[config.mk]
export PLATFORM = sky130hd
export DESIGN_NAME = imu_shake_detector_unit
export DESIGN_NICKNAME = d
export VERILOG_FILES = /design/src/sv/shk_pkg.sv /design/src/sv/shk_cfg_regs.sv /design/src/sv/shk_energy.sv /design/src/sv/shk_track.sv /design/src/sv/imu_shake_detector_unit.sv
export SDC_FILE = /design/constraint.sdc
export NUM_CORES = 2
export LEC_CHECK = 0
export BUFFER_PORTS_ARGS = -buffer_cell sky130_fd_sc_hd__buf_4
export CORE_AREA = 2 2 353 355
export DETAILED_ROUTE_END_ITERATION = 8
export DIE_AREA = 0 0 355 357
export GPL_TIMING_DRIVEN = 0
export PLACE_DENSITY = 0.94
export SLEW_MARGIN = 20
export SYNTH_ARGS = -nofsm -noshare
export SYNTH_HDL_FRONTEND = slang
export SYNTH_HIERARCHICAL = 1
export SYNTH_SLANG_ARGS = --single-unit
[constraint.sdc]
create_clock -name clk -period 15.9 [get_ports clk]
set_input_delay 0.795 -clock clk [delete_from_list [all_inputs] [get_ports clk]]
set_output_delay 0.795 -clock clk [all_outputs]
set_load 0.005 [all_outputs]
[src/sv/shk_pkg.sv]
// Package for the IMU shake detector: register map codes, reset values,
// default parameter values and the structs shared between modules.
// No dependencies.
package shk_pkg;

    localparam int SAMPLE_BITS_DEF = 16;
    localparam int TIME_BITS_DEF   = 32;

    localparam int REG_IDX_W = 3;
    localparam int ADDR_W    = REG_IDX_W + 2;
    localparam int DATA_W    = 32;
    localparam int TALLY_W   = 8;

    localparam logic [REG_IDX_W-1:0] REG_ACCEL_TRIG = 3'd0;
    localparam logic [REG_IDX_W-1:0] REG_GYRO_TRIG  = 3'd1;
    localparam logic [REG_IDX_W-1:0] REG_ACCEL_REL  = 3'd2;
    localparam logic [REG_IDX_W-1:0] REG_GYRO_REL   = 3'd3;
    localparam logic [REG_IDX_W-1:0] REG_COOLDOWN   = 3'd4;
    localparam logic [REG_IDX_W-1:0] REG_WINDOW     = 3'd5;
    localparam logic [REG_IDX_W-1:0] REG_PEAK_GAP   = 3'd6;
    localparam logic [REG_IDX_W-1:0] REG_PEAKS_NEED = 3'd7;

    localparam logic [31:0]        ACCEL_TRIG_RST = 32'd16777216;
    localparam logic [31:0]        GYRO_TRIG_RST  = 32'd1048576000;
    localparam logic [31:0]        ACCEL_REL_RST  = 32'd5242880;
    localparam logic [31:0]        GYRO_REL_RST   = 32'd104857600;
    localparam logic [15:0]        COOLDOWN_RST   = 16'd1000;
    localparam logic [15:0]        WINDOW_RST     = 16'd800;
    localparam logic [15:0]        PEAK_GAP_RST   = 16'd80;
    localparam logic [TALLY_W-1:0] PEAKS_NEED_RST = 8'd2;

    typedef struct packed {
        logic [31:0]        accel_trigger_sq;
        logic [31:0]        gyro_trigger_sq;
        logic [31:0]        accel_release_sq;
        logic [31:0]        gyro_release_sq;
        logic [15:0]        cooldown_ms;
        logic [15:0]        window_ms;
        logic [15:0]        peak_gap_ms;
        logic [TALLY_W-1:0] peaks_needed;
    } cfg_t;

    typedef struct packed {
        logic               armed;
        logic               cand_open;
        logic               shake_seen;
        logic [TALLY_W-1:0] tally;
    } track_status_t;

endpackage

[src/sv/shk_cfg_regs.sv]
// Configuration register file with an APB-style slave port.
// Depends on shk_pkg for the register map, reset values and cfg_t.
module shk_cfg_regs (
    input  logic                       clk,
    input  logic                       rst_n,
    input  logic                       psel,
    input  logic                       penable,
    input  logic                       pwrite,
    input  logic [shk_pkg::ADDR_W-1:0] paddr,
    input  logic [shk_pkg::DATA_W-1:0] pwdata,
    output logic [shk_pkg::DATA_W-1:0] prdata,
    output logic                       pready,
    output shk_pkg::cfg_t              cfg
);

    shk_pkg::cfg_t                  cfg_reg;
    logic [shk_pkg::REG_IDX_W-1:0]  reg_idx;
    logic                           wr_en;

    assign reg_idx = paddr[shk_pkg::ADDR_W-1:2];
    assign wr_en   = psel && penable && pwrite;
    assign pready  = 1'b1;
    assign cfg     = cfg_reg;

    always_ff @(posedge clk or negedge rst_n)
    begin
        if (!rst_n)
        begin
            cfg_reg.accel_trigger_sq <= shk_pkg::ACCEL_TRIG_RST;
            cfg_reg.gyro_trigger_sq  <= shk_pkg::GYRO_TRIG_RST;
            cfg_reg.accel_release_sq <= shk_pkg::ACCEL_REL_RST;
            cfg_reg.gyro_release_sq  <= shk_pkg::GYRO_REL_RST;
            cfg_reg.cooldown_ms      <= shk_pkg::COOLDOWN_RST;
            cfg_reg.window_ms        <= shk_pkg::WINDOW_RST;
            cfg_reg.peak_gap_ms      <= shk_pkg::PEAK_GAP_RST;
            cfg_reg.peaks_needed     <= shk_pkg::PEAKS_NEED_RST;
        end
        else if (wr_en)
        begin
            case (reg_idx)
                shk_pkg::REG_ACCEL_TRIG: cfg_reg.accel_trigger_sq <= pwdata;
                shk_pkg::REG_GYRO_TRIG:  cfg_reg.gyro_trigger_sq  <= pwdata;
                shk_pkg::REG_ACCEL_REL:  cfg_reg.accel_release_sq <= pwdata;
                shk_pkg::REG_GYRO_REL:   cfg_reg.gyro_release_sq  <= pwdata;
                shk_pkg::REG_COOLDOWN:   cfg_reg.cooldown_ms      <= pwdata[15:0];
                shk_pkg::REG_WINDOW:     cfg_reg.window_ms        <= pwdata[15:0];
                shk_pkg::REG_PEAK_GAP:   cfg_reg.peak_gap_ms      <= pwdata[15:0];
                shk_pkg::REG_PEAKS_NEED:
                    cfg_reg.peaks_needed <= pwdata[shk_pkg::TALLY_W-1:0];
                default: ;
            endcase
        end
    end

    always_comb
    begin
        case (reg_idx)
            shk_pkg::REG_ACCEL_TRIG: prdata = cfg_reg.accel_trigger_sq;
            shk_pkg::REG_GYRO_TRIG:  prdata = cfg_reg.gyro_trigger_sq;
            shk_pkg::REG_ACCEL_REL:  prdata = cfg_reg.accel_release_sq;
            shk_pkg::REG_GYRO_REL:   prdata = cfg_reg.gyro_release_sq;
            shk_pkg::REG_COOLDOWN:   prdata = {16'd0, cfg_reg.cooldown_ms};
            shk_pkg::REG_WINDOW:     prdata = {16'd0, cfg_reg.window_ms};
            shk_pkg::REG_PEAK_GAP:   prdata = {16'd0, cfg_reg.peak_gap_ms};
            shk_pkg::REG_PEAKS_NEED: prdata = {24'd0, cfg_reg.peaks_needed};
            default:                 prdata = '0;
        endcase
    end

endmodule

[src/sv/shk_energy.sv]
// Input register and squared-magnitude stage: squares each axis and sums
// the accel and gyro vectors into registered energies. Depends on shk_pkg.
module shk_energy #(
    parameter int SAMPLE_BITS = shk_pkg::SAMPLE_BITS_DEF,
    parameter int TIME_BITS   = shk_pkg::TIME_BITS_DEF
) (
    input  logic                          clk,
    input  logic                          rst_n,
    input  logic                          advance,
    input  logic                          in_valid,
    input  logic signed [SAMPLE_BITS-1:0] accel_x,
    input  logic signed [SAMPLE_BITS-1:0] accel_y,
    input  logic signed [SAMPLE_BITS-1:0] accel_z,
    input  logic signed [SAMPLE_BITS-1:0] gyro_x,
    input  logic signed [SAMPLE_BITS-1:0] gyro_y,
    input  logic signed [SAMPLE_BITS-1:0] gyro_z,
    input  logic [TIME_BITS-1:0]          now,
    output logic                          sum_valid,
    output logic [2*SAMPLE_BITS-1:0]      acc_sum,
    output logic [2*SAMPLE_BITS-1:0]      gyr_sum,
    output logic [TIME_BITS-1:0]          sum_time
);

    localparam int SQ_W = 2 * SAMPLE_BITS;

    logic                          in_valid_reg;
    logic signed [SAMPLE_BITS-1:0] ax_reg, ay_reg, az_reg;
    logic signed [SAMPLE_BITS-1:0] gx_reg, gy_reg, gz_reg;
    logic [TIME_BITS-1:0]          in_time_reg;

    logic signed [SQ_W-1:0] ax_sq, ay_sq, az_sq, gx_sq, gy_sq, gz_sq;
    logic [SQ_W-1:0]        acc_next, gyr_next;

    logic                   sum_valid_reg;
    logic [SQ_W-1:0]        acc_reg, gyr_reg;
    logic [TIME_BITS-1:0]   sum_time_reg;

    always_ff @(posedge clk or negedge rst_n)
    begin
        if (!rst_n)
        begin
            in_valid_reg  <= 1'b0;
            sum_valid_reg <= 1'b0;
        end
        else if (advance)
        begin
            in_valid_reg  <= in_valid;
            sum_valid_reg <= in_valid_reg;
        end
    end

    always_ff @(posedge clk)
    begin
        if (advance)
        begin
            ax_reg       <= accel_x;
            ay_reg       <= accel_y;
            az_reg       <= accel_z;
            gx_reg       <= gyro_x;
            gy_reg       <= gyro_y;
            gz_reg       <= gyro_z;
            in_time_reg  <= now;
            acc_reg      <= acc_next;
            gyr_reg      <= gyr_next;
            sum_time_reg <= in_time_reg;
        end
    end

    // squares of signed values are non-negative and fit in 2*SAMPLE_BITS
    assign ax_sq = SQ_W'(ax_reg) * SQ_W'(ax_reg);
    assign ay_sq = SQ_W'(ay_reg) * SQ_W'(ay_reg);
    assign az_sq = SQ_W'(az_reg) * SQ_W'(az_reg);
    assign gx_sq = SQ_W'(gx_reg) * SQ_W'(gx_reg);
    assign gy_sq = SQ_W'(gy_reg) * SQ_W'(gy_reg);
    assign gz_sq = SQ_W'(gz_reg) * SQ_W'(gz_reg);

    assign acc_next = $unsigned(ax_sq) + $unsigned(ay_sq) + $unsigned(az_sq);
    assign gyr_next = $unsigned(gx_sq) + $unsigned(gy_sq) + $unsigned(gz_sq);

    assign sum_valid = sum_valid_reg;
    assign acc_sum   = acc_reg;
    assign gyr_sum   = gyr_reg;
    assign sum_time  = sum_time_reg;

endmodule

[src/sv/shk_track.sv]
// Peak tracking and shake decision stage: threshold compares, arming,
// peak spacing, window and cooldown, plus the result register. Depends on shk_pkg.
module shk_track #(
    parameter int SAMPLE_BITS = shk_pkg::SAMPLE_BITS_DEF,
    parameter int TIME_BITS   = shk_pkg::TIME_BITS_DEF
) (
    input  logic                          clk,
    input  logic                          rst_n,
    input  logic                          advance,
    input  logic                          sum_valid,
    input  logic [2*SAMPLE_BITS-1:0]      acc_sum,
    input  logic [2*SAMPLE_BITS-1:0]      gyr_sum,
    input  logic [TIME_BITS-1:0]          now,
    input  shk_pkg::cfg_t                 cfg,
    output logic                          out_valid,
    output logic                          shake_detected,
    output shk_pkg::track_status_t        status
);

    localparam int SQ_W  = 2 * SAMPLE_BITS;
    localparam int CMP_W = (SQ_W > 32) ? SQ_W : 32;
    localparam int TW    = shk_pkg::TALLY_W;

    logic                 armed_reg, armed_next;
    logic                 cand_open_reg, cand_open_next;
    logic [TW-1:0]        tally_reg, tally_next;
    logic [TIME_BITS-1:0] cand_start_reg, cand_start_next;
    logic                 peak_seen_reg, peak_seen_next;
    logic [TIME_BITS-1:0] last_peak_reg, last_peak_next;
    logic                 shake_seen_reg, shake_seen_next;
    logic [TIME_BITS-1:0] last_shake_reg, last_shake_next;
    logic                 out_valid_reg, out_valid_next;
    logic                 shake_reg, shake_next;

    logic [CMP_W-1:0]     acc_w, gyr_w;
    logic                 above, below;
    logic [TIME_BITS-1:0] since_shake, since_start, since_peak;
    logic                 in_cooldown, expired, spaced;
    logic                 open_live, armed_live;
    logic [TW-1:0]        tally_live, tally_inc, need;
    logic                 fire;

    assign acc_w = CMP_W'(acc_sum);
    assign gyr_w = CMP_W'(gyr_sum);
    assign above = (acc_w >= CMP_W'(cfg.accel_trigger_sq))
                || (gyr_w >= CMP_W'(cfg.gyro_trigger_sq));
    assign below = (acc_w <= CMP_W'(cfg.accel_release_sq))
                && (gyr_w <= CMP_W'(cfg.gyro_release_sq));

    assign since_shake = now - last_shake_reg;
    assign since_start = now - cand_start_reg;
    assign since_peak  = now - last_peak_reg;

    assign in_cooldown = shake_seen_reg && (since_shake < TIME_BITS'(cfg.cooldown_ms));
    assign expired     = cand_open_reg && (since_start > TIME_BITS'(cfg.window_ms));
    assign spaced      = !peak_seen_reg || (since_peak >= TIME_BITS'(cfg.peak_gap_ms));
    assign need        = (cfg.peaks_needed == '0) ? TW'(1) : cfg.peaks_needed;

    assign open_live  = cand_open_reg && !expired;
    assign armed_live = armed_reg || below;
    assign tally_live = open_live ? tally_reg : '0;
    assign tally_inc  = tally_live + TW'(1);
    assign fire       = above && armed_live && spaced;

    always_comb
    begin
        armed_next      = armed_reg;
        cand_open_next  = cand_open_reg;
        tally_next      = tally_reg;
        cand_start_next = cand_start_reg;
        peak_seen_next  = peak_seen_reg;
        last_peak_next  = last_peak_reg;
        shake_seen_next = shake_seen_reg;
        last_shake_next = last_shake_reg;
        shake_next      = 1'b0;

        if (in_cooldown)
        begin
            armed_next     = armed_live;
            cand_open_next = 1'b0;
            tally_next     = '0;
        end
        else
        begin
            armed_next     = armed_live;
            cand_open_next = open_live;
            tally_next     = tally_live;
            if (fire)
            begin
                if (!open_live)
                begin
                    cand_start_next = now;
                end
                last_peak_next = now;
                peak_seen_next = 1'b1;
                armed_next     = 1'b0;
                if (tally_inc >= need)
                begin
                    shake_seen_next = 1'b1;
                    last_shake_next = now;
                    cand_open_next  = 1'b0;
                    tally_next      = '0;
                    shake_next      = 1'b1;
                end
                else
                begin
                    cand_open_next = 1'b1;
                    tally_next     = tally_inc;
                end
            end
        end
    end

    assign out_valid_next = advance ? sum_valid : out_valid_reg;

    always_ff @(posedge clk or negedge rst_n)
    begin
        if (!rst_n)
        begin
            armed_reg      <= 1'b1;
            cand_open_reg  <= 1'b0;
            tally_reg      <= '0;
            cand_start_reg <= '0;
            peak_seen_reg  <= 1'b0;
            last_peak_reg  <= '0;
            shake_seen_reg <= 1'b0;
            last_shake_reg <= '0;
            out_valid_reg  <= 1'b0;
            shake_reg      <= 1'b0;
        end
        else
        begin
            out_valid_reg <= out_valid_next;
            if (advance && sum_valid)
            begin
                armed_reg      <= armed_next;
                cand_open_reg  <= cand_open_next;
                tally_reg      <= tally_next;
                cand_start_reg <= cand_start_next;
                peak_seen_reg  <= peak_seen_next;
                last_peak_reg  <= last_peak_next;
                shake_seen_reg <= shake_seen_next;
                last_shake_reg <= last_shake_next;
                shake_reg      <= shake_next;
            end
        end
    end

    assign out_valid         = out_valid_reg;
    assign shake_detected    = shake_reg;
    assign status.armed      = armed_reg;
    assign status.cand_open  = cand_open_reg;
    assign status.shake_seen = shake_seen_reg;
    assign status.tally      = tally_reg;

endmodule

[src/sv/imu_shake_detector_unit.sv]
// Top level of the IMU shake detector: valid/ready sample and result
// channels, APB configuration port. Depends on shk_pkg, shk_cfg_regs,
// shk_energy and shk_track.
//
// Accepts one sample word per clock while in_ready is high and returns one
// result word per sample. A sample passes through an input register, a
// registered square-and-sum stage for the accel and gyro vectors, and a
// decision stage that updates the peak/window/cooldown state and loads
// the result register, which drives out_valid. The whole
// pipeline holds while a result waits to be taken, so sustained throughput
// is one word per cycle whenever out_ready is high.
// Configuration registers sit at byte addresses 4*i and should be written
// only while no sample is in flight.
module imu_shake_detector_unit #(
    parameter int SAMPLE_BITS = shk_pkg::SAMPLE_BITS_DEF,
    parameter int TIME_BITS   = shk_pkg::TIME_BITS_DEF
) (
    input  logic                          clk,
    input  logic                          rst_n,
    input  logic                          in_valid,
    output logic                          in_ready,
    input  logic signed [SAMPLE_BITS-1:0] accel_x,
    input  logic signed [SAMPLE_BITS-1:0] accel_y,
    input  logic signed [SAMPLE_BITS-1:0] accel_z,
    input  logic signed [SAMPLE_BITS-1:0] gyro_x,
    input  logic signed [SAMPLE_BITS-1:0] gyro_y,
    input  logic signed [SAMPLE_BITS-1:0] gyro_z,
    input  logic [31:0]                   time_ms,
    output logic                          out_valid,
    input  logic                          out_ready,
    output logic                          shake_detected,
    input  logic                          psel,
    input  logic                          penable,
    input  logic                          pwrite,
    input  logic [shk_pkg::ADDR_W-1:0]    paddr,
    input  logic [shk_pkg::DATA_W-1:0]    pwdata,
    output logic [shk_pkg::DATA_W-1:0]    prdata,
    output logic                          pready
);

    shk_pkg::cfg_t              cfg;
    shk_pkg::track_status_t     status;
    logic                       advance;
    logic                       sum_valid;
    logic [2*SAMPLE_BITS-1:0]   acc_sum, gyr_sum;
    logic [TIME_BITS-1:0]       sum_time;

    assign advance  = !out_valid || out_ready;
    assign in_ready = advance;

    shk_cfg_regs u_cfg (
        .clk     (clk),
        .rst_n   (rst_n),
        .psel    (psel),
        .penable (penable),
        .pwrite  (pwrite),
        .paddr   (paddr),
        .pwdata  (pwdata),
        .prdata  (prdata),
        .pready  (pready),
        .cfg     (cfg)
    );

    shk_energy #(
        .SAMPLE_BITS (SAMPLE_BITS),
        .TIME_BITS   (TIME_BITS)
    ) u_energy (
        .clk       (clk),
        .rst_n     (rst_n),
        .advance   (advance),
        .in_valid  (in_valid),
        .accel_x   (accel_x),
        .accel_y   (accel_y),
        .accel_z   (accel_z),
        .gyro_x    (gyro_x),
        .gyro_y    (gyro_y),
        .gyro_z    (gyro_z),
        .now       (time_ms[TIME_BITS-1:0]),
        .sum_valid (sum_valid),
        .acc_sum   (acc_sum),
        .gyr_sum   (gyr_sum),
        .sum_time  (sum_time)
    );

    shk_track #(
        .SAMPLE_BITS (SAMPLE_BITS),
        .TIME_BITS   (TIME_BITS)
    ) u_track (
        .clk            (clk),
        .rst_n          (rst_n),
        .advance        (advance),
        .sum_valid      (sum_valid),
        .acc_sum        (acc_sum),
        .gyr_sum        (gyr_sum),
        .now            (sum_time),
        .cfg            (cfg),
        .out_valid      (out_valid),
        .shake_detected (shake_detected),
        .status         (status)
    );

    a_open_tally: assert property (@(posedge clk) disable iff (!rst_n)
        status.cand_open == (status.tally != '0))
        else $error("candidate flag and peak tally disagree");

    a_shake_marks: assert property (@(posedge clk) disable iff (!rst_n)
        out_valid && shake_detected |-> status.shake_seen && !status.cand_open)
        else $error("shake reported without shake state");

    a_stage_moves: assert property (@(posedge clk) disable iff (!rst_n)
        sum_valid && advance |=> out_valid)
        else $error("decision stage dropped a word");

endmodule

Yosys cells after proc, flatten, opt, wreduce, memory -nomap -nowiden
Cells that the tools add are included.
{"block": "classes", "div": 0, "bitwise_logic": 2, "n_mux": 14, "multipliers": 6, "n_reduce_logical": 29, "order_cmp": 8, "n_addsub": 8, "shift": 0, "n_eq_ne": 7}
{"operator": "32-bit case mux with 8 select lines", "n": 1}
{"operator": "16-bit by 16-bit multiplier with 32-bit output", "n": 6}
{"operator": "32-bit adder", "n": 4}
{"operator": "32-bit subtractor", "n": 3}
{"operator": "32-bit greater-or-equal comparator", "n": 2}
{"operator": "32-bit <= comparator", "n": 2}
{"operator": "8-bit two-way mux", "n": 5}
{"operator": "32-bit by 16-bit greater-or-equal comparator with 1-bit output", "n": 1}
{"operator": "32-bit by 16-bit greater-than comparator with 1-bit output", "n": 1}
{"operator": "32-bit by 16-bit less-than comparator with 1-bit output", "n": 1}
{"operator": "2-bit AND reduction", "n": 8}
{"operator": "3-bit equality test, second input constant", "n": 4}
{"operator": "1-bit logical AND", "n": 9}
{"operator": "8-bit by 1-bit adder with 8-bit output, second input constant", "n": 1}
{"operator": "8-bit greater-or-equal comparator", "n": 1}
{"operator": "8-bit zero test", "n": 1}
{"operator": "1-bit two-way mux", "n": 8}
{"operator": "4-bit AND reduction", "n": 2}
{"operator": "3-bit by 2-bit equality test with 1-bit output, second input constant", "n": 2}
{"operator": "1-bit logical OR", "n": 4}
{"operator": "3-bit by 1-bit equality test with 1-bit output, second input constant", "n": 1}
{"operator": "1-bit zero test", "n": 3}
{"operator": "3-bit zero test", "n": 1}
{"operator": "3-bit AND reduction", "n": 1}
{"operator": "1-bit inverter", "n": 2}
{"block": "word_totals", "elab_cells": 104, "ff_bits": 520, "n_memories": 0, "inputBits": 172, "output_inout_bits": 36, "ram_bits": 0, "mem_bits_ro": 0, "latch_bits": 0}

Longest topological paths before layout
{"block": "depth", "word_depth": 11, "depth_mapped": 35, "ltp_nobuf": 32}

Modules after synthesis
The synthesis kept the hierarchy.
{"module": "shk_energy", "n_inst": 1, "seq_area_each_um2": 6776.5, "cells_each": 5720, "area_each_um2": 60098.9}
{"module": "shk_track", "n_inst": 1, "seq_area_each_um2": 2753.9, "cells_each": 1984, "area_each_um2": 15633.7}
{"module": "shk_cfg_regs", "n_inst": 1, "seq_area_each_um2": 4634.4, "cells_each": 575, "area_each_um2": 8330.5}
{"module": "imu_shake_detector_unit", "n_inst": 1, "seq_area_each_um2": 0.0, "cells_each": 1, "area_each_um2": 6.3}

Worst setup path after synthesis
No wires, ideal clock.
{"block": "synth_timing", "kind": "input port to flip-flop", "startpoint": "input port out_ready", "endpoint": "register u_track.tally_reg[4]", "arrival_ns": 8.232, "required_time_ns": 15.762, "path_slack_ns": 7.530, "path_buffers": 0, "cell_stages": 6, "setup_time_ns": 0.138, "path_cell_list": "nand2b_1 -> nand2_1 -> a21oi_1 -> nand3_1 -> o211ai_1 -> o41ai_1"}
{"block": "synth_via", "elab_chain_cells": 2}
{"item": "from (decl)", "line": "imu_shake_detector_unit.sv:30", "source": "input logic out_ready,"}
{"item": "1-bit logical OR", "line": "imu_shake_detector_unit.sv:48", "source": "assign advance = !out_valid || out_ready;"}
{"item": "1-bit logical AND", "line": "shk_track.sv:134", "source": "if (advance && sum_valid)"}
{"item": "to (signal assigned)", "line": "shk_track.sv:138", "source": "tally_reg <= tally_next;"}
{"item": "to (decl)", "line": "shk_track.sv:26", "source": "logic [TW-1:0] tally_reg, tally_next;"}
Every way passes these cells.
A chain may end at the register's enable or synchronous reset.

Worst setup path after layout
{"block": "layout_timing", "startpoint": "register u_energy.ay_reg[0]", "endpoint": "register u_energy.acc_reg[28], in the netlist u_energy/acc_sum[28], data pin"}
{"block": "layout_via", "elab_chain_cells": 3}
{"item": "from (decl)", "line": "shk_energy.sv:27", "source": "logic signed [SAMPLE_BITS-1:0] ax_reg, ay_reg, az_reg;"}
{"item": "from (signal assigned)", "line": "shk_energy.sv:57", "source": "ay_reg <= accel_y;"}
{"item": "16-bit by 16-bit multiplier with 32-bit output", "line": "shk_energy.sv:71", "source": "assign ay_sq = SQ_W'(ay_reg) * SQ_W'(ay_reg);"}
{"item": "32-bit adder (2 in series)", "line": "shk_energy.sv:77", "source": "assign acc_next = $unsigned(ax_sq) + $unsigned(ay_sq) + $unsigned(az_sq);"}
{"item": "named net u_energy.acc_next[28]", "line": "shk_energy.sv:32", "source": "logic [SQ_W-1:0] acc_next, gyr_next;"}
{"item": "to (signal assigned)", "line": "shk_energy.sv:63", "source": "acc_reg <= acc_next;"}
{"item": "to (decl)", "line": "shk_energy.sv:35", "source": "logic [SQ_W-1:0] acc_reg, gyr_reg;"}
The timed path passes the listed nets, and every way through them passes these cells.

==> reports/qor.json <==
{
  "status": "finished, final reports clean",
  "finalWorstPathRequiredPeriod_ns": 10.79,
  "grt_first_pass_wirelength_um": 375000,
  "routed_wire_length_per_instance_um": 23.4,
  "critical_path_required_ns": 16.34,
  "delay_heaviest_family_cp": "adder cells",
  "grt_max_usage_layer": "met2",
  "first_global_vias": 67500,
  "max_stage_delay_ns": 1.03,
  "synth.cell_area_um2": 84000,
  "core_area_um2": 123000,
  "drt_iter0_drc": 5643,
  "syn_avg_cell_area_um2": 10.2,
  "antenna_violations_before_repair": 20,
  "crit_path_end_kind": "flop",
  "insertion_delay_ns": 0.71,
  "tns_ns": 0,
  "fillerInstances": 8427,
  "drc": 0,
  "synth_warnings": 6,
  "grt_overflow_total": 0,
  "critical_path_class": "flop to flop",
  "via_count": 60900,
  "drt_first_pass_iters": 6,
  "cp_max_fo": 13,
  "critical_path.n_buffers_inverters": 8,
  "gp_routability_congestion": 0.979,
  "drt-vias-per-instance": 5.95,
  "final_hold_viol_count": 0,
  "regArea_um2": 14200,
  "area_growth_syn_to_layout_pct": 7.00,
  "cts_root_buffer": "sky130_fd_sc_hd__clkbuf_16",
  "nNetsFinal": 11000,
  "drive_gt1_share_pct": 8.01,
  "largest_net_degree_at_the_start_of_global_routing": 100,
  "critical_path.most_common_cell": "sky130_fd_sc_hd__fa_1",
  "finalSetupViolations": 0,
  "cts_sinks": 520,
  "finalNonFillerCells": 10200,
  "initial_utilization_pct": 68.3,
  "drt_wl_total_um": 240000,
  "mostFrequentLayoutCell": "sky130_fd_sc_hd__inv_1",
  "grt_setup_unrepaired": "no",
  "timing.clock.skew_ns": 0.0259,
  "tritoncts": "yes",
  "cts_resized": 0,
  "grt_util_met2_pct": 62.0,
  "timing.fmax_mhz": 92.7,
  "crit_slowest_cell": "sky130_fd_sc_hd__nor4bb_1",
  "place.detailed.hpwl_um": 203000,
  "footprint_of_the_multi_input_gates_um2": 60100,
  "grt_use_met3_pct": 10.5,
  "timing_max_transition_violations_final": 0,
  "largest_register_ff_count": 184,
  "most-common-layout-cells": "2370 x sky130_fd_sc_hd__inv_1, 1638 x sky130_fd_sc_hd__fa_1, 684 x sky130_fd_sc_hd__ha_1",
  "place.detailed.instances": 10100,
  "cts.path.max_buffers": 3,
  "dieArea_um2": 127000,
  "max_cap_violations": 0,
  "gr-usage-met1_pct": 51.7,
  "clk_pin_slew_ns": 0.07,
  "design.portCount": 208,
  "timing.max_slew.rel_slack_pct": 21.0,
  "cts_inserted_buffers": 60,
  "route.antenna.remaining_nets": 0,
  "die_x_um": 355,
  "hold_class": "input pin to flop",
  "numPortBuffers": 203,
  "ctsHtreeMaxLevel": 2,
  "worst-slew-pin-transition_ns": 1.17,
  "post-cts-setup-buffers": 0,
  "cp-start-kind": "flop",
  "timing.critical_path.arrival_ns": 11.23,
  "grt.total_usage_pct": 39.3,
  "layout_worst_path_cycle_share_pct": 67.8,
  "rows": 129,
  "die-height_um": 357,
  "syn-instance-count": 8277
}
-- path summary, 6_finish.rpt --
check,startpoint,end,slack (ns),depth (start not counted)
max reg2reg,u_energy/ay_reg[0],u_energy/acc_sum[28],5.11,27
max in group asynchronous,rst_n,u_cfg/cfg[149],14.20,4
min in group asynchronous,rst_n,u_track/out_valid,0.45,2
max,u_energy/ay_reg[0],u_energy/acc_sum[28],5.11,27
min reg2reg,u_energy/in_time_reg[28],u_energy/sum_time[28],0.42,0
min,accel_z[4],u_energy/az_reg[4],0.26,1
-- what timing repair did --
item | 4_1_cts | 5_1_grt
setup endpoints to repair | 0 | 0
endpoints found under the hold margin | 3 | 0
hold buffers | 1 | 0
-- cell type report --
| cell class | instances | area share (%) |
|---|---|---|
| diodes | 5 | 0.0139 |
| plain buffers | 217 | 1.03 |
| clock buffers | 89 | 1.95 |
| clock inverters | 25 | 0.341 |
| inverters | 2370 | 9.89 |
| multi-input cells | 5171 | 66.8 |
| flip-flops and latches | 520 | 15.8 |
| well taps | 1637 | 2.28 |
| repair buffers | 212 | 1.93 |
-- metrics by stage --
stage          setup slack [ns]  hold WS (ns)  area [um2]  utilization (%)
3_3_place_gp               2.37         0.401       87600             71.2
6_report                   5.11         0.262       89900             73.1
3_5_place_dp               5.45         0.407       87800             71.4
4_1_cts                    5.41         0.234       89900             73.1
5_1_grt                    4.99         0.250       89900             73.1
2_1_floorplan              7.53         0.400       84100                -
-- worst register-to-register path, stage by stage, from the launching register on --
cell and delay (ns):
sky130_fd_sc_hd__edfxtp_1 0.68, sky130_fd_sc_hd__clkbuf_1 0.54, sky130_fd_sc_hd__and2_1 0.84, sky130_fd_sc_hd__inv_1 0.47, sky130_fd_sc_hd__fa_1 0.61, sky130_fd_sc_hd__inv_1 0.06, sky130_fd_sc_hd__fa_1 0.50, sky130_fd_sc_hd__inv_1 0.05
sky130_fd_sc_hd__fa_1 0.48, sky130_fd_sc_hd__inv_1 0.06, sky130_fd_sc_hd__fa_1 0.48, sky130_fd_sc_hd__fa_1 0.59, sky130_fd_sc_hd__fa_1 0.46, sky130_fd_sc_hd__fa_1 0.47, sky130_fd_sc_hd__fa_1 0.51, sky130_fd_sc_hd__inv_1 0.06
sky130_fd_sc_hd__fa_1 0.47, sky130_fd_sc_hd__inv_1 0.05, sky130_fd_sc_hd__ha_1 0.26, sky130_fd_sc_hd__clkbuf_1 0.18, sky130_fd_sc_hd__and4_1 0.30, sky130_fd_sc_hd__o211ai_1 0.13, sky130_fd_sc_hd__a21oi_1 0.15, sky130_fd_sc_hd__nor4bb_1 1.03
sky130_fd_sc_hd__o21ai_0 0.48, sky130_fd_sc_hd__a31o_2 0.35, sky130_fd_sc_hd__a21oi_1 0.18, sky130_fd_sc_hd__xnor2_1 0.09
-- per-layer routing --
metal	vias up	routed length (um)
li1	25900	-
met2	3354	111000
met3	804	27600
met1	30900	88900
met4	24	12400
met5	-	273
Power is left out: the tool's default activity adds up to more than one toggle a clock period on the data nets, which glitch-free logic cannot reach.
